$ cat src/rtl/core/spcm_pkg.sv
// Shared types, codes and constants of the stall and proximity collision monitor.
package spcm_pkg;

  // Configuration port geometry: four 32-bit registers at byte addresses 0, 4, 8 and 12.
  localparam int CFG_ADDR_W = 4;
  localparam int CFG_DATA_W = 32;

  // Register indexes, taken from paddr[3:2].
  localparam logic [1:0] REG_POS_TOL   = 2'd0;
  localparam logic [1:0] REG_HEAD_TOL  = 2'd1;
  localparam logic [1:0] REG_STALL_TKS = 2'd2;
  localparam logic [1:0] REG_RANGE_LIM = 2'd3;

  // Register reset values.
  localparam logic [19:0] POS_TOL_RST   = 20'd3277;
  localparam logic [18:0] HEAD_TOL_RST  = 19'd3277;
  localparam logic [9:0]  STALL_TKS_RST = 10'd10;
  localparam logic [22:0] RANGE_LIM_RST = 23'd229376;

  // Fixed thresholds with 16 fraction bits: Q16.16 for the 32-bit ones.
  localparam logic signed [31:0] NEAR_ORIGIN_MAX = 32'sd655;     // 0.01
  localparam logic signed [31:0] VEL_DEADBAND    = 32'sd65;      // 0.001
  localparam logic signed [23:0] DRIVE_LIMIT     = 24'sd655360;  // 10.0
  localparam logic [22:0]        OBSTACLE_MAX    = 23'd9175;     // 0.14 m

  // Lidar sectors, first beam inclusive and last beam exclusive.
  localparam logic [8:0] FWD_SECTOR_LO = 9'd236;
  localparam logic [8:0] FWD_SECTOR_HI = 9'd304;
  localparam logic [8:0] REV_SECTOR_LO = 9'd56;
  localparam logic [8:0] REV_SECTOR_HI = 9'd124;

  localparam logic [11:0] STALL_STEP_UP = 12'd3;

  typedef enum logic [2:0] {
    OP_POSE  = 3'd0,
    OP_VEL   = 3'd1,
    OP_RPWM  = 3'd2,
    OP_LPWM  = 3'd3,
    OP_RANGE = 3'd4,
    OP_START = 3'd5,
    OP_TICK  = 3'd6
  } op_t;

  typedef enum logic [1:0] {
    DIR_IDLE = 2'd0,
    DIR_FWD  = 2'd1,
    DIR_REV  = 2'd2
  } dir_t;

  typedef struct packed {
    logic [19:0] position_tolerance;
    logic [18:0] heading_tolerance;
    logic [9:0]  stall_ticks;
    logic [22:0] range_limit;
  } cfg_t;

  typedef struct packed {
    op_t                operation;
    logic signed [31:0] pos_x;
    logic signed [31:0] pos_y;
    logic signed [31:0] heading;
    logic signed [31:0] velocity;
    logic signed [23:0] pwm_value;
    logic [8:0]         range_index;
    logic [22:0]        range_value;
    logic               range_is_inf;
    logic               start_enable;
  } item_t;

  typedef struct packed {
    logic valid;
    logic stall_alert;
    logic obstacle_alert;
  } result_t;

endpackage

$ cat src/rtl/core/spcm_in_if.sv
// Input event channel: valid/ready handshake with the event word.
interface spcm_in_if;
  logic               valid;
  logic               ready;
  logic [2:0]         operation;
  logic signed [31:0] pos_x;
  logic signed [31:0] pos_y;
  logic signed [31:0] heading;
  logic signed [31:0] velocity;
  logic signed [23:0] pwm_value;
  logic [8:0]         range_index;
  logic [22:0]        range_value;
  logic               range_is_inf;
  logic               start_enable;

  modport source (
    output valid, operation, pos_x, pos_y, heading, velocity, pwm_value,
           range_index, range_value, range_is_inf, start_enable,
    input  ready
  );

  modport sink (
    input  valid, operation, pos_x, pos_y, heading, velocity, pwm_value,
           range_index, range_value, range_is_inf, start_enable,
    output ready
  );
endinterface

$ cat src/rtl/core/spcm_out_if.sv
// Alert result channel: valid/ready handshake with the alert word.
interface spcm_out_if;
  logic valid;
  logic ready;
  logic stall_alert;
  logic obstacle_alert;

  modport source (
    output valid, stall_alert, obstacle_alert,
    input  ready
  );

  modport sink (
    input  valid, stall_alert, obstacle_alert,
    output ready
  );
endinterface

$ cat src/rtl/core/stall_and_proximity_collision_monitor_core.sv
// Top level of the stall and proximity collision monitor.
// Flow: an accepted input word is registered in the input stage and worked out by the engine
// once the result register is free; its alert word, if any, is then held in the result register.
// Throughput: one input word per cycle; only a result register that is full and not taken
// holds the input stage back.
// Reset: synchronous and active low; clears valids and state, loads register defaults.
module stall_and_proximity_collision_monitor_core
  import spcm_pkg::*;
(
  input  logic                  clk,
  input  logic                  rst_n,
  spcm_in_if.sink               in_ch,
  spcm_out_if.source            out_ch,
  input  logic                  psel,
  input  logic                  penable,
  input  logic                  pwrite,
  input  logic [CFG_ADDR_W-1:0] paddr,
  input  logic [CFG_DATA_W-1:0] pwdata,
  output logic [CFG_DATA_W-1:0] prdata,
  output logic                  pready
);

  cfg_t    cfg;
  result_t res;

  // Input stage: one word held for the engine.
  item_t s1_item_r, s1_item_nxt;
  logic  s1_valid_r, s1_valid_nxt;

  // Result register: separates the engine from a stalled consumer.
  logic  out_valid_r, out_valid_nxt;
  logic  out_stall_r, out_stall_nxt;
  logic  out_obst_r, out_obst_nxt;

  logic  adv;
  logic  in_take;
  logic  out_free;

  spcm_cfg u_cfg (
    .clk     (clk),
    .rst_n   (rst_n),
    .psel    (psel),
    .penable (penable),
    .pwrite  (pwrite),
    .paddr   (paddr),
    .pwdata  (pwdata),
    .prdata  (prdata),
    .pready  (pready),
    .cfg     (cfg)
  );

  // The word in the input stage is worked out whenever the result register can take
  // whatever it produces. Words that produce no alert still wait here, which keeps the
  // order of state updates and results identical to the order of arrival.
  assign out_free = !out_valid_r || out_ch.ready;
  assign adv      = s1_valid_r && out_free;
  assign in_take  = in_ch.valid && in_ch.ready;

  assign in_ch.ready = !s1_valid_r || adv;

  spcm_engine u_engine (
    .clk   (clk),
    .rst_n (rst_n),
    .en    (adv),
    .item  (s1_item_r),
    .cfg   (cfg),
    .res   (res)
  );

  always_comb begin
    s1_item_nxt  = s1_item_r;
    s1_valid_nxt = s1_valid_r;
    if (in_take) begin
      s1_item_nxt.operation    = op_t'(in_ch.operation);
      s1_item_nxt.pos_x        = in_ch.pos_x;
      s1_item_nxt.pos_y        = in_ch.pos_y;
      s1_item_nxt.heading      = in_ch.heading;
      s1_item_nxt.velocity     = in_ch.velocity;
      s1_item_nxt.pwm_value    = in_ch.pwm_value;
      s1_item_nxt.range_index  = in_ch.range_index;
      s1_item_nxt.range_value  = in_ch.range_value;
      s1_item_nxt.range_is_inf = in_ch.range_is_inf;
      s1_item_nxt.start_enable = in_ch.start_enable;
      s1_valid_nxt             = 1'b1;
    end else if (adv) begin
      s1_valid_nxt = 1'b0;
    end
  end

  always_comb begin
    out_valid_nxt = out_valid_r;
    out_stall_nxt = out_stall_r;
    out_obst_nxt  = out_obst_r;
    if (adv && res.valid) begin
      out_valid_nxt = 1'b1;
      out_stall_nxt = res.stall_alert;
      out_obst_nxt  = res.obstacle_alert;
    end else if (out_ch.ready) begin
      out_valid_nxt = 1'b0;
    end
  end

  always_ff @(posedge clk) begin
    if (!rst_n) begin
      s1_valid_r  <= 1'b0;
      out_valid_r <= 1'b0;
    end else begin
      s1_valid_r  <= s1_valid_nxt;
      out_valid_r <= out_valid_nxt;
    end
  end

  always_ff @(posedge clk) begin
    s1_item_r   <= s1_item_nxt;
    out_stall_r <= out_stall_nxt;
    out_obst_r  <= out_obst_nxt;
  end

  assign out_ch.valid          = out_valid_r;
  assign out_ch.stall_alert    = out_stall_r;
  assign out_ch.obstacle_alert = out_obst_r;

  // A result waiting on a stalled consumer must never be overwritten by the engine.
  a_no_overwrite: assert property (@(posedge clk) disable iff (!rst_n)
    (out_valid_r && !out_ch.ready) |-> !adv)
    else $error("engine advanced over a pending alert word");

  // Input is refused only while the input stage holds a word.
  a_ready_when_empty: assert property (@(posedge clk) disable iff (!rst_n)
    !in_ch.ready |-> s1_valid_r)
    else $error("input refused with an empty input stage");

  // A new alert word only ever comes from a tick event.
  a_result_from_tick: assert property (@(posedge clk) disable iff (!rst_n)
    $rose(out_valid_r) |-> $past(s1_item_r.operation == OP_TICK))
    else $error("alert word produced by an event other than a tick");

  // An emptied input stage means the engine took its word.
  a_stage_drain: assert property (@(posedge clk) disable iff (!rst_n)
    (s1_valid_r && !in_take && !adv) |=> s1_valid_r)
    else $error("input stage lost a word");

endmodule

$ cat src/rtl/core/spcm_cfg.sv
// APB-style configuration register bank of the monitor.
module spcm_cfg
  import spcm_pkg::*;
(
  input  logic                  clk,
  input  logic                  rst_n,
  input  logic                  psel,
  input  logic                  penable,
  input  logic                  pwrite,
  input  logic [CFG_ADDR_W-1:0] paddr,
  input  logic [CFG_DATA_W-1:0] pwdata,
  output logic [CFG_DATA_W-1:0] prdata,
  output logic                  pready,
  output cfg_t                  cfg
);

  cfg_t       cfg_r;
  cfg_t       cfg_nxt;
  logic [1:0] reg_idx;
  logic       wr_en;

  assign pready  = 1'b1;
  assign reg_idx = paddr[3:2];
  assign wr_en   = psel && penable && pwrite;

  always_comb begin
    cfg_nxt = cfg_r;
    if (wr_en) begin
      unique case (reg_idx)
        REG_POS_TOL:   cfg_nxt.position_tolerance = pwdata[19:0];
        REG_HEAD_TOL:  cfg_nxt.heading_tolerance  = pwdata[18:0];
        REG_STALL_TKS: cfg_nxt.stall_ticks        = pwdata[9:0];
        REG_RANGE_LIM: cfg_nxt.range_limit        = pwdata[22:0];
        default:       cfg_nxt = cfg_r;
      endcase
    end
  end

  always_ff @(posedge clk) begin
    if (!rst_n) begin
      cfg_r.position_tolerance <= POS_TOL_RST;
      cfg_r.heading_tolerance  <= HEAD_TOL_RST;
      cfg_r.stall_ticks        <= STALL_TKS_RST;
      cfg_r.range_limit        <= RANGE_LIM_RST;
    end else begin
      cfg_r <= cfg_nxt;
    end
  end

  always_comb begin
    unique case (reg_idx)
      REG_POS_TOL:   prdata = {12'd0, cfg_r.position_tolerance};
      REG_HEAD_TOL:  prdata = {13'd0, cfg_r.heading_tolerance};
      REG_STALL_TKS: prdata = {22'd0, cfg_r.stall_ticks};
      REG_RANGE_LIM: prdata = {9'd0, cfg_r.range_limit};
      default:       prdata = '0;
    endcase
  end

  assign cfg = cfg_r;

endmodule

$ cat src/rtl/core/spcm_engine.sv
// Event engine: holds the monitor state, works out each event combinationally and registers the new state.
module spcm_engine
  import spcm_pkg::*;
(
  input  logic    clk,
  input  logic    rst_n,
  input  logic    en,
  input  item_t   item,
  input  cfg_t    cfg,
  output result_t res
);

  logic signed [31:0] last_x_r, last_x_nxt;
  logic signed [31:0] last_y_r, last_y_nxt;
  logic signed [31:0] last_head_r, last_head_nxt;
  logic               armed_r, armed_nxt;
  logic               still_r, still_nxt;
  logic               obst_r, obst_nxt;
  dir_t               dir_r, dir_nxt;
  logic               rdrive_r, rdrive_nxt;
  logic               ldrive_r, ldrive_nxt;
  logic               check_en_r, check_en_nxt;
  logic [11:0]        cnt_r, cnt_nxt;

  // Pose comparison: differences are taken at 33 bits so that they are exact.
  logic signed [32:0] dx, dy, dh;
  logic [32:0]        adx, ady, adh;
  logic               quiet;
  logic               near_origin;

  logic [22:0] reading;
  logic        in_sector;
  logic        drive_high;

  logic [12:0] cnt_sum;
  logic [11:0] cnt_up;
  logic [11:0] cnt_upd;
  logic [11:0] stall_lim;
  logic        stall_hit;

  assign dx  = {item.pos_x[31], item.pos_x} - {last_x_r[31], last_x_r};
  assign dy  = {item.pos_y[31], item.pos_y} - {last_y_r[31], last_y_r};
  assign dh  = {item.heading[31], item.heading} - {last_head_r[31], last_head_r};
  assign adx = dx[32] ? 33'(-dx) : 33'(dx);
  assign ady = dy[32] ? 33'(-dy) : 33'(dy);
  assign adh = dh[32] ? 33'(-dh) : 33'(dh);

  assign quiet = (adx < {13'd0, cfg.position_tolerance}) &&
                 (ady < {13'd0, cfg.position_tolerance}) &&
                 (adh < {14'd0, cfg.heading_tolerance});

  assign near_origin = (last_x_r <= NEAR_ORIGIN_MAX) && (last_x_r >= -NEAR_ORIGIN_MAX) &&
                       (last_y_r <= NEAR_ORIGIN_MAX) && (last_y_r >= -NEAR_ORIGIN_MAX) &&
                       (last_head_r <= NEAR_ORIGIN_MAX) &&
                       (last_head_r >= -NEAR_ORIGIN_MAX);

  assign drive_high = (item.pwm_value > DRIVE_LIMIT) || (item.pwm_value < -DRIVE_LIMIT);

  assign reading = item.range_is_inf ? cfg.range_limit : item.range_value;

  always_comb begin
    unique case (dir_r)
      DIR_FWD: in_sector = (item.range_index >= FWD_SECTOR_LO) &&
                           (item.range_index < FWD_SECTOR_HI);
      DIR_REV: in_sector = (item.range_index >= REV_SECTOR_LO) &&
                           (item.range_index < REV_SECTOR_HI);
      default: in_sector = 1'b0;
    endcase
  end

  // Leaky stall counter: up by three with saturation, otherwise down by one to zero.
  assign cnt_sum   = {1'b0, cnt_r} + {1'b0, STALL_STEP_UP};
  assign cnt_up    = cnt_sum[12] ? 12'hFFF : cnt_sum[11:0];
  assign cnt_upd   = (still_r && (rdrive_r || ldrive_r)) ? cnt_up :
                     (cnt_r != 12'd0) ? (cnt_r - 12'd1) : cnt_r;
  assign stall_lim = {1'b0, cfg.stall_ticks, 1'b0} + {2'b00, cfg.stall_ticks};
  assign stall_hit = cnt_upd >= stall_lim;

  always_comb begin
    last_x_nxt    = last_x_r;
    last_y_nxt    = last_y_r;
    last_head_nxt = last_head_r;
    armed_nxt     = armed_r;
    still_nxt     = still_r;
    obst_nxt      = obst_r;
    dir_nxt       = dir_r;
    rdrive_nxt    = rdrive_r;
    ldrive_nxt    = ldrive_r;
    check_en_nxt  = check_en_r;
    cnt_nxt       = cnt_r;
    res           = '0;
    if (en) begin
      unique case (item.operation)
        OP_POSE: begin
          if (!near_origin && !armed_r && quiet) begin
            armed_nxt = 1'b1;
          end else begin
            if (!near_origin) begin
              still_nxt = quiet;
            end
            last_x_nxt    = item.pos_x;
            last_y_nxt    = item.pos_y;
            last_head_nxt = item.heading;
          end
        end
        OP_VEL: begin
          if (item.velocity > VEL_DEADBAND) begin
            dir_nxt = DIR_FWD;
          end else if (item.velocity < -VEL_DEADBAND) begin
            dir_nxt = DIR_REV;
          end else begin
            dir_nxt = DIR_IDLE;
          end
        end
        OP_RPWM:  rdrive_nxt = drive_high;
        OP_LPWM:  ldrive_nxt = drive_high;
        OP_RANGE: begin
          if (in_sector && (reading <= OBSTACLE_MAX)) begin
            obst_nxt = 1'b1;
          end
        end
        OP_START: check_en_nxt = item.start_enable;
        OP_TICK: begin
          if (check_en_r) begin
            cnt_nxt                = stall_hit ? 12'd0 : cnt_upd;
            obst_nxt               = 1'b0;
            res.valid              = 1'b1;
            res.stall_alert        = stall_hit;
            res.obstacle_alert     = obst_r;
          end
        end
        default: ;
      endcase
    end
  end

  always_ff @(posedge clk) begin
    if (!rst_n) begin
      last_x_r    <= '0;
      last_y_r    <= '0;
      last_head_r <= '0;
      armed_r     <= 1'b0;
      still_r     <= 1'b0;
      obst_r      <= 1'b0;
      dir_r       <= DIR_IDLE;
      rdrive_r    <= 1'b0;
      ldrive_r    <= 1'b0;
      check_en_r  <= 1'b0;
      cnt_r       <= '0;
    end else begin
      last_x_r    <= last_x_nxt;
      last_y_r    <= last_y_nxt;
      last_head_r <= last_head_nxt;
      armed_r     <= armed_nxt;
      still_r     <= still_nxt;
      obst_r      <= obst_nxt;
      dir_r       <= dir_nxt;
      rdrive_r    <= rdrive_nxt;
      ldrive_r    <= ldrive_nxt;
      check_en_r  <= check_en_nxt;
      cnt_r       <= cnt_nxt;
    end
  end

endmodule
$ cat src/flat_wrapper.sv
// flat-port wrapper written by rule: the top's interface ports become plain ports
module stall_and_proximity_collision_monitor_core_flat import spcm_pkg::*;
  (clk, rst_n, psel, penable, pwrite, paddr, pwdata, prdata, pready, in_ch_valid, in_ch_operation, in_ch_pos_x, in_ch_pos_y, in_ch_heading, in_ch_velocity, in_ch_pwm_value, in_ch_range_index, in_ch_range_value, in_ch_range_is_inf, in_ch_start_enable, in_ch_ready, out_ch_valid, out_ch_stall_alert, out_ch_obstacle_alert, out_ch_ready);
  spcm_in_if in_ch_i ();
  spcm_out_if out_ch_i ();
  input  logic clk;
  input  logic rst_n;
  input  logic psel;
  input  logic penable;
  input  logic pwrite;
  input  logic [CFG_ADDR_W-1:0] paddr;
  input  logic [CFG_DATA_W-1:0] pwdata;
  output logic [CFG_DATA_W-1:0] prdata;
  output logic pready;
  input wire logic [$bits(in_ch_i.valid)-1:0] in_ch_valid;
  input wire logic [$bits(in_ch_i.operation)-1:0] in_ch_operation;
  input wire logic [$bits(in_ch_i.pos_x)-1:0] in_ch_pos_x;
  input wire logic [$bits(in_ch_i.pos_y)-1:0] in_ch_pos_y;
  input wire logic [$bits(in_ch_i.heading)-1:0] in_ch_heading;
  input wire logic [$bits(in_ch_i.velocity)-1:0] in_ch_velocity;
  input wire logic [$bits(in_ch_i.pwm_value)-1:0] in_ch_pwm_value;
  input wire logic [$bits(in_ch_i.range_index)-1:0] in_ch_range_index;
  input wire logic [$bits(in_ch_i.range_value)-1:0] in_ch_range_value;
  input wire logic [$bits(in_ch_i.range_is_inf)-1:0] in_ch_range_is_inf;
  input wire logic [$bits(in_ch_i.start_enable)-1:0] in_ch_start_enable;
  output wire logic [$bits(in_ch_i.ready)-1:0] in_ch_ready;
  output wire logic [$bits(out_ch_i.valid)-1:0] out_ch_valid;
  output wire logic [$bits(out_ch_i.stall_alert)-1:0] out_ch_stall_alert;
  output wire logic [$bits(out_ch_i.obstacle_alert)-1:0] out_ch_obstacle_alert;
  input wire logic [$bits(out_ch_i.ready)-1:0] out_ch_ready;
  assign in_ch_i.valid = in_ch_valid;
  assign in_ch_i.operation = in_ch_operation;
  assign in_ch_i.pos_x = in_ch_pos_x;
  assign in_ch_i.pos_y = in_ch_pos_y;
  assign in_ch_i.heading = in_ch_heading;
  assign in_ch_i.velocity = in_ch_velocity;
  assign in_ch_i.pwm_value = in_ch_pwm_value;
  assign in_ch_i.range_index = in_ch_range_index;
  assign in_ch_i.range_value = in_ch_range_value;
  assign in_ch_i.range_is_inf = in_ch_range_is_inf;
  assign in_ch_i.start_enable = in_ch_start_enable;
  assign in_ch_ready = in_ch_i.ready;
  assign out_ch_valid = out_ch_i.valid;
  assign out_ch_stall_alert = out_ch_i.stall_alert;
  assign out_ch_obstacle_alert = out_ch_i.obstacle_alert;
  assign out_ch_i.ready = out_ch_ready;
  stall_and_proximity_collision_monitor_core u_core (.clk(clk), .rst_n(rst_n), .in_ch(in_ch_i), .out_ch(out_ch_i), .psel(psel), .penable(penable), .pwrite(pwrite), .paddr(paddr), .pwdata(pwdata), .prdata(prdata), .pready(pready));
endmodule
$ cat config.mk
export PLATFORM = sky130hd
export DESIGN_NAME = stall_and_proximity_collision_monitor_core_flat
export DESIGN_NICKNAME = d
export VERILOG_FILES = /design/src/rtl/core/spcm_pkg.sv /design/src/rtl/core/spcm_in_if.sv /design/src/rtl/core/spcm_out_if.sv /design/src/rtl/core/stall_and_proximity_collision_monitor_core.sv /design/src/rtl/core/spcm_cfg.sv /design/src/rtl/core/spcm_engine.sv /design/src/flat_wrapper.sv
export SDC_FILE = /design/constraint.sdc
export NUM_CORES = 1
export LEC_CHECK = 0
export BUFFER_PORTS_ARGS = -buffer_cell sky130_fd_sc_hd__buf_4
export CORE_ASPECT_RATIO = 0.7
export CORE_MARGIN = 5
export CORE_UTILIZATION = 60
export DETAILED_ROUTE_END_ITERATION = 6
export PLACE_DENSITY = 0.93
export SLEW_MARGIN = 20
export SYNTH_ARGS = -nofsm -noshare
export SYNTH_HDL_FRONTEND = slang
export SYNTH_SLANG_ARGS = --single-unit
$ cat constraint.sdc
create_clock -name clk -period 7.9 [get_ports clk]
set_input_delay 0.79 -clock clk [delete_from_list [all_inputs] [get_ports clk]]
set_output_delay 0.79 -clock clk [all_outputs]
set_load 0.005 [all_outputs]
# Word-level counts from Yosys, hierarchy flattened
# Cells that the tools add are included.
# word_totals
output_inout_bits,37
regBits,381
# op_classes
bitwise,2
n_mux,22
n_reduce_logical,45
add_sub_neg,9
magnitude_cmp,19
eq_ne,13
# ops
op,n
32-bit case mux with 4 select lines,1
33-bit 2-to-1 mux,3
33-bit negation,3
32-bit by 32-bit subtractor with 33-bit output,3
"32-bit by 11-bit >= comparator with 1-bit output, second input constant",3
"32-bit by 11-bit less-or-equal comparator with 1-bit output, second input constant",3
33-bit by 20-bit less-than comparator with 1-bit output,2
12-bit 2-to-1 mux,4
33-bit by 19-bit less-than comparator with 1-bit output,1
"32-bit by 8-bit greater-than comparator with 1-bit output, second input constant",1
"32-bit by 8-bit less-than comparator with 1-bit output, second input constant",1
"24-bit by 21-bit greater-than comparator with 1-bit output, second input constant",1
"24-bit by 21-bit less-than comparator with 1-bit output, second input constant",1
"23-bit by 14-bit less-or-equal comparator with 1-bit output, second input constant",1
23-bit 2-to-1 mux,1
1-bit logical AND,18
2-bit AND reduction,8
"12-bit by 2-bit adder with 13-bit output, second input constant",1
11-bit by 10-bit adder with 12-bit output,1
12-bit >= comparator,1
12-bit nonzero test,1
"12-bit by 1-bit subtractor with 12-bit output, second input constant",1
"3-bit == test, second input constant",3
"9-bit by 6-bit >= comparator with 1-bit output, second input constant",1
other kinds (20),46

# Depth between registers and ports, before layout
# logic_depth
depth_word,11
depth_mapped,32
ltp_nobuf,27

# Modules after synthesis
# From an unflattened synthesis, not the netlist that was laid out.
# hier_totals
hier_cells,2973
area_unflattened_um2,26355.3
# by_module_without_submodules
module,cells_each,seq_area_each_um2,instances,area_per_inst_um2
spcm_engine,2430,2322.2,1,17161.5
stall_and_proximity_collision_monitor_core,204,5775.5,1,5848.1
spcm_cfg,339,1441.4,1,3345.7

# Worst setup path after synthesis
# OpenSTA, ideal clock, no wires.
# synth_path
path_kind,register to register
startpoint,register u_core.s1_item_r[122] (netlist bit)
endpoint,register u_core.u_engine.last_x_r[0]
period_less_slack_ps,6212
stages_incl_launch_ff,30
setup_ps,119
arrival_ps,6093
setup_slack_ps,1688
required_ps,7781
path_buffers,5
cell_sequence,edfxtp_1 inv_1 ha_1 fa_1 nor2b_1 o31a_1 o21ai_1 a21oi_1 nor2_1 o41ai_1 clkbuf_1 clkbuf_1 a21oi_1 xnor2_1 ha_1 a2111o_1 a31oi_1 o21bai_1 a221oi_1 o22ai_1 a2111oi_0 a21oi_1 nor4_1 nand4_1 and4b_1 a31oi_1 buf_2 buf_6 buf_8 mux2i_1
# synth_between
elab_chain_cells,9
# synth_rtl
element,line,source
from (decl),stall_and_proximity_collision_monitor_core.sv:27,"item_t s1_item_r, s1_item_nxt;"
from (signal assigned),stall_and_proximity_collision_monitor_core.sv:114,s1_item_r <= s1_item_nxt;
32-bit by 32-bit subtractor with 33-bit output (*),spcm_engine.sv:42,"assign dy = {item.pos_y[31], item.pos_y} - {last_y_r[31], last_y_r};"
33-bit negation,spcm_engine.sv:45,assign ady = dy[32] ? 33'(-dy) : 33'(dy);
33-bit 2-to-1 mux (*),spcm_engine.sv:45,
33-bit by 20-bit less-than comparator with 1-bit output (*),spcm_engine.sv:49,"(ady < {13'd0, cfg.position_tolerance}) &&"
1-bit logical AND (*),spcm_engine.sv:48,"assign quiet = (adx < {13'd0, cfg.position_tolerance}) &&"
1-bit logical AND (*),spcm_engine.sv:49,
1-bit logical AND (*),spcm_engine.sv:95,if (!near_origin && !armed_r && quiet) begin
1-bit inverter (no line) (*),-,
3-bit AND reduction (no line) (*),-,
to (signal assigned),spcm_engine.sv:151,last_x_r <= last_x_nxt;
to (decl),spcm_engine.sv:13,"logic signed [31:0] last_x_r, last_x_nxt;"
# Mark *: on every way between the ends. The rest lies on a longest branch, timed or not.
# A chain may end at the register's enable or synchronous reset.

# Final worst setup path
# layout_path
startpoint,register u_core.s1_item_r[90] (netlist bit)
endpoint,register u_core.u_engine.last_x_r[14]
# layout_between
elab_chain_cells,8
# layout_rtl
element,line,source
32-bit by 32-bit subtractor with 33-bit output (*),spcm_engine.sv:43,"assign dh = {item.heading[31], item.heading} - {last_head_r[31], last_head_r};"
33-bit negation,spcm_engine.sv:46,assign adh = dh[32] ? 33'(-dh) : 33'(dh);
33-bit 2-to-1 mux (*),spcm_engine.sv:46,
33-bit by 19-bit less-than comparator with 1-bit output (*),spcm_engine.sv:50,"(adh < {14'd0, cfg.heading_tolerance});"
1-bit logical AND (*),spcm_engine.sv:49,
1-bit logical AND (*),spcm_engine.sv:95,
1-bit inverter (no line) (*),-,
3-bit AND reduction (no line) (*),-,
# Marks and branches as above.

==> reports/metrics.csv <==
stage,metric,value,unit
run,maxCapViolCount,0,
outcome,outcome,finished with violations,
logic_synthesis,synth-async-reset-ratio,0,%
floorplanning,rows,63,
logic_synthesis,synth_cell_type_count,97,
setup_path,crit_path_frequent_cell,a21o_1,
global_route,overflow,0,
logic_synthesis,ys_ff_latch,376,
place,hpwl,55600,um
place,place_area,28000,um^2
floorplanning,core_area,42500,um^2
timing,finalSetupViolations,0,
clock_network,postCtsSetupRepairBufs,0,
timing,setup_tns,0,ns
setup_path,cp-start-kind,flip-flop,
clock_network,htree_levels,2,
timing,fmax,0.138,GHz
routing,routed.top_layer,met5,
routing,wl,74400,um
clock_network,clk_pin_slew,0.07,ns
routing,drc_errors,1,
setup_path,worstRegToRegCells,28,
routing,wl_per_cell,19.8,um
cells_and_area,nFillCells,3198,
setup_path,ff2ff_setup_slack,0.64,ns
global_route,grt_max_degree,110,
min_path,min-delay-start,in_ch_velocity[6],
setup_path,r2r_end,u_core.u_engine.last_x_r[14],
place,port_buffers,242,
routing,wl_met3,7570,um
outcome,violations,design-rule violations,
clock_network,cts.sinks,376,
floorplanning,start_util,61.0,%
floorplanning,die_w,258,um
place,dp_slack,0.901,ns
timing,worst_slew_pin_slew,1.13,ns
setup_path,slowest_delay,0.80,ns
cells_and_area,area_delta_synth_final,12.7,%
timing,slew_headroom,23.8,%
clock_network,cts-root-buf,clkbuf_16,
setup_path,startpoint,u_core.s1_item_r[90],
clock_network,cts_resized,0,
cells_and_area,antenna_cells,0,
pwr,power_density,186,nW/um^2
timing,min_period,7.26,ns
setup_path,worstPathMaxFanout,59,
cells_and_area,design_area,29200,um^2
clock_network,clock_path_buffers,3,
pwr,ir_worst_vdd,0.000170,V
timing,rsz0062_at_grt,no,
timing,fin_crit_sh,91.9,%
global_route,grt_pass1_wl,115000,um
timing,skew,0.0209,ns
logic_synthesis,synth_edf_count,186,
floorplanning,io_pins,269,
setup_path,path_buf_inv,3,
setup_path,path_class,reg2reg,
routing,detail-route-antenna-nets,0,
global_route,first_global_vias,21700,
setup_path,critPathCapture,u_core.u_engine.last_x_r[14],
routing,wl_met2,32400,um
setup_path,required,8.28,ns
timing,hold_viol_final,0,
clock_network,cts_hold_buffers,0,
global_route,track_usage,29.5,%
routing,first_pass_iters,7,
logic_synthesis,ys_seq_area_share,36.2,%
routing,wl_met1,32000,um
routing,via_count,24000,
logic_synthesis,syn_area_per_cell,8.61,um^2
setup_path,cpMaxStageDelayCell,o41ai_1,
clock_network,cts_buffers,38,
min_path,hold_class,in2reg,
cells_and_area,drive_above_1_share,11.4,%
cells_and_area,final_nets,3592,
floorplanning,die_area,47500,um^2
place,gp_congestion,1.03,
timing,fin_ws,0.637,ns
logic_synthesis,synthCells,3009,
timing,slew_viol_final,0,
pwr,p_leak,11.0,nW
setup_path,critical_path_depth,28,
global_route,antenna_found_initial,1,
clock_network,clock_latency,0.56,ns
floorplanning,die_y,184,um
setup_path,crit_arrival,7.64,ns
setup_path,r2r-start,u_core.s1_item_r[90],
clock_network,cts_tree,done,
logic_synthesis,ys.flop_type,dfxtp_1,
logic_synthesis,syn-cell-area,25900,um^2
setup_path,crit_family,compound AO/OA/AOI/OAI gates,
setup_path,critPathCaptureType,flip-flop,
logic_synthesis,yosysWarnings,0,
cells_and_area,fin_util,68.8,%
routing,vias_per_cell,6.40,
routing,drtIter0Drc,2981,
[flip-flops by register name, indices dropped and copies added (netlist names), 2 cells and up]
register and cells:
u_core.u_engine.last_x_r 32, u_core.u_engine.cnt_r 12, u_core.u_engine.last_head_r 32, u_core.s1_item_r 184
u_core.u_engine.dir_r 2, u_core.u_cfg.cfg 72, u_core.u_engine.last_y_r 32
[cell usage after synthesis (all sizes together), types with 24 or more instances]
| library cell | number | share of area [%] |
|---|---|---|
| a21o | 51 | 1.5 |
| nor4 | 63 | 1.6 |
| nor2b | 31 | 0.75 |
| edfxtp | 186 | 22 |
| nand3 | 62 | 1.2 |
| and3 | 32 | 0.77 |
| nand4 | 75 | 1.8 |
| nand2 | 510 | 7.4 |
| buf | 28 | 0.84 |
| mux2i | 127 | 4.9 |
| o211ai | 36 | 1.0 |
| clkbuf | 110 | 1.6 |
| xnor2 | 78 | 2.6 |
| a211oi | 27 | 0.78 |
| nor2 | 154 | 2.2 |
| and2 | 33 | 0.81 |
| a21oi | 183 | 3.5 |
| inv | 184 | 2.7 |
| nor3 | 53 | 1.0 |
| a21boi | 62 | 1.8 |
| dfxtp | 190 | 15 |
| xor2 | 38 | 1.3 |
| o21ai | 160 | 3.1 |
| a31oi | 24 | 0.60 |
| o21a | 24 | 0.70 |
| ha | 181 | 8.7 |
[worst register-to-register path: cells and delay by family, from the launching register on]
| family | cells | cell delay [ns] |
|---|---|---|
| fa+ha+maj | 3 | 0.77 |
| compound gates | 12 | 3.33 |
| xor+xnor | 1 | 0.16 |
| buf+inv | 3 | 0.57 |
| mux | 1 | 0.29 |
| simple gates | 8 | 1.61 |
| flops | 1 | 0.36 |
[placed cells by master (no fill, tap or decap), types with 127 or more instances in the layout]
| cell | n |
|---|---|
| edfxtp_1 | 186 |
| ha_1 | 181 |
| a21oi_1 | 183 |
| buf_4 | 255 |
| o21ai_0 | 152 |
| dfxtp_1 | 190 |
| mux2i_1 | 127 |
| inv_1 | 184 |
| nand2_1 | 510 |
| nor2_1 | 154 |
[through the flow]
stage	power [mW]	hold slack (ns)	std cells
finish	5.43	0.406	3757
global route	5.66	0.389	3757
CTS	5.40	0.393	3757
detailed placement	3.60	0.453	3687
global placement	3.55	0.442	3687
floorplan	3.20	0.435	3017
[routing by layer]
layer | GRT usage [%] | vias to the layer above
met2 | 45.9 | 1317
met4 | 8.15 | 2
li1 | - | 11300
met3 | 5.92 | 172
met5 | 0 | -
met1 | 42.4 | 11300
[power by group]
group	internal, mW	switching, mW
logic	0.562	0.845
clock network	1.02	0.781
registers	2.15	0.0696
total	3.73	1.70
[layout make-up]
type	instances	area [um^2]	area share (%)
clock buffers	54	1070	3.67
clock inverters	16	160	0.548
inverters	185	694	2.38
multi-input cells	2318	15300	52.3
flip-flops and latches	376	9390	32.1
well taps	552	691	2.36
repair buffers	256	1930	6.60
[how the worst min path moves through the flow]
stage                                      endpoint  slack, ns  cells past startpoint
global placement        u_core.u_engine.last_x_r[4]       0.44                      2
global route                    u_core.s1_item_r[1]       0.39                      1
detailed placement     u_core.u_engine.last_x_r[25]       0.45                      2
CTS                            u_core.s1_item_r[30]       0.39                      1
floorplan           u_core.u_engine.last_head_r[14]       0.43                      2
finish                         u_core.s1_item_r[64]       0.41                      1
[logic make-up after synthesis]
group,after synthesis,share of synthesized area [%]
DFF,376,36.2
other,2,0.0290
AOI/OAI and AO/OA,726,18.4
adders and majority gates,185,9.05
xor gates and xnor gates,116,3.92
buffers and inverters,323,5.12
and+or+nand+nor,1139,21.2
muxes,142,5.99
Power figures use the tool's default switching activity.
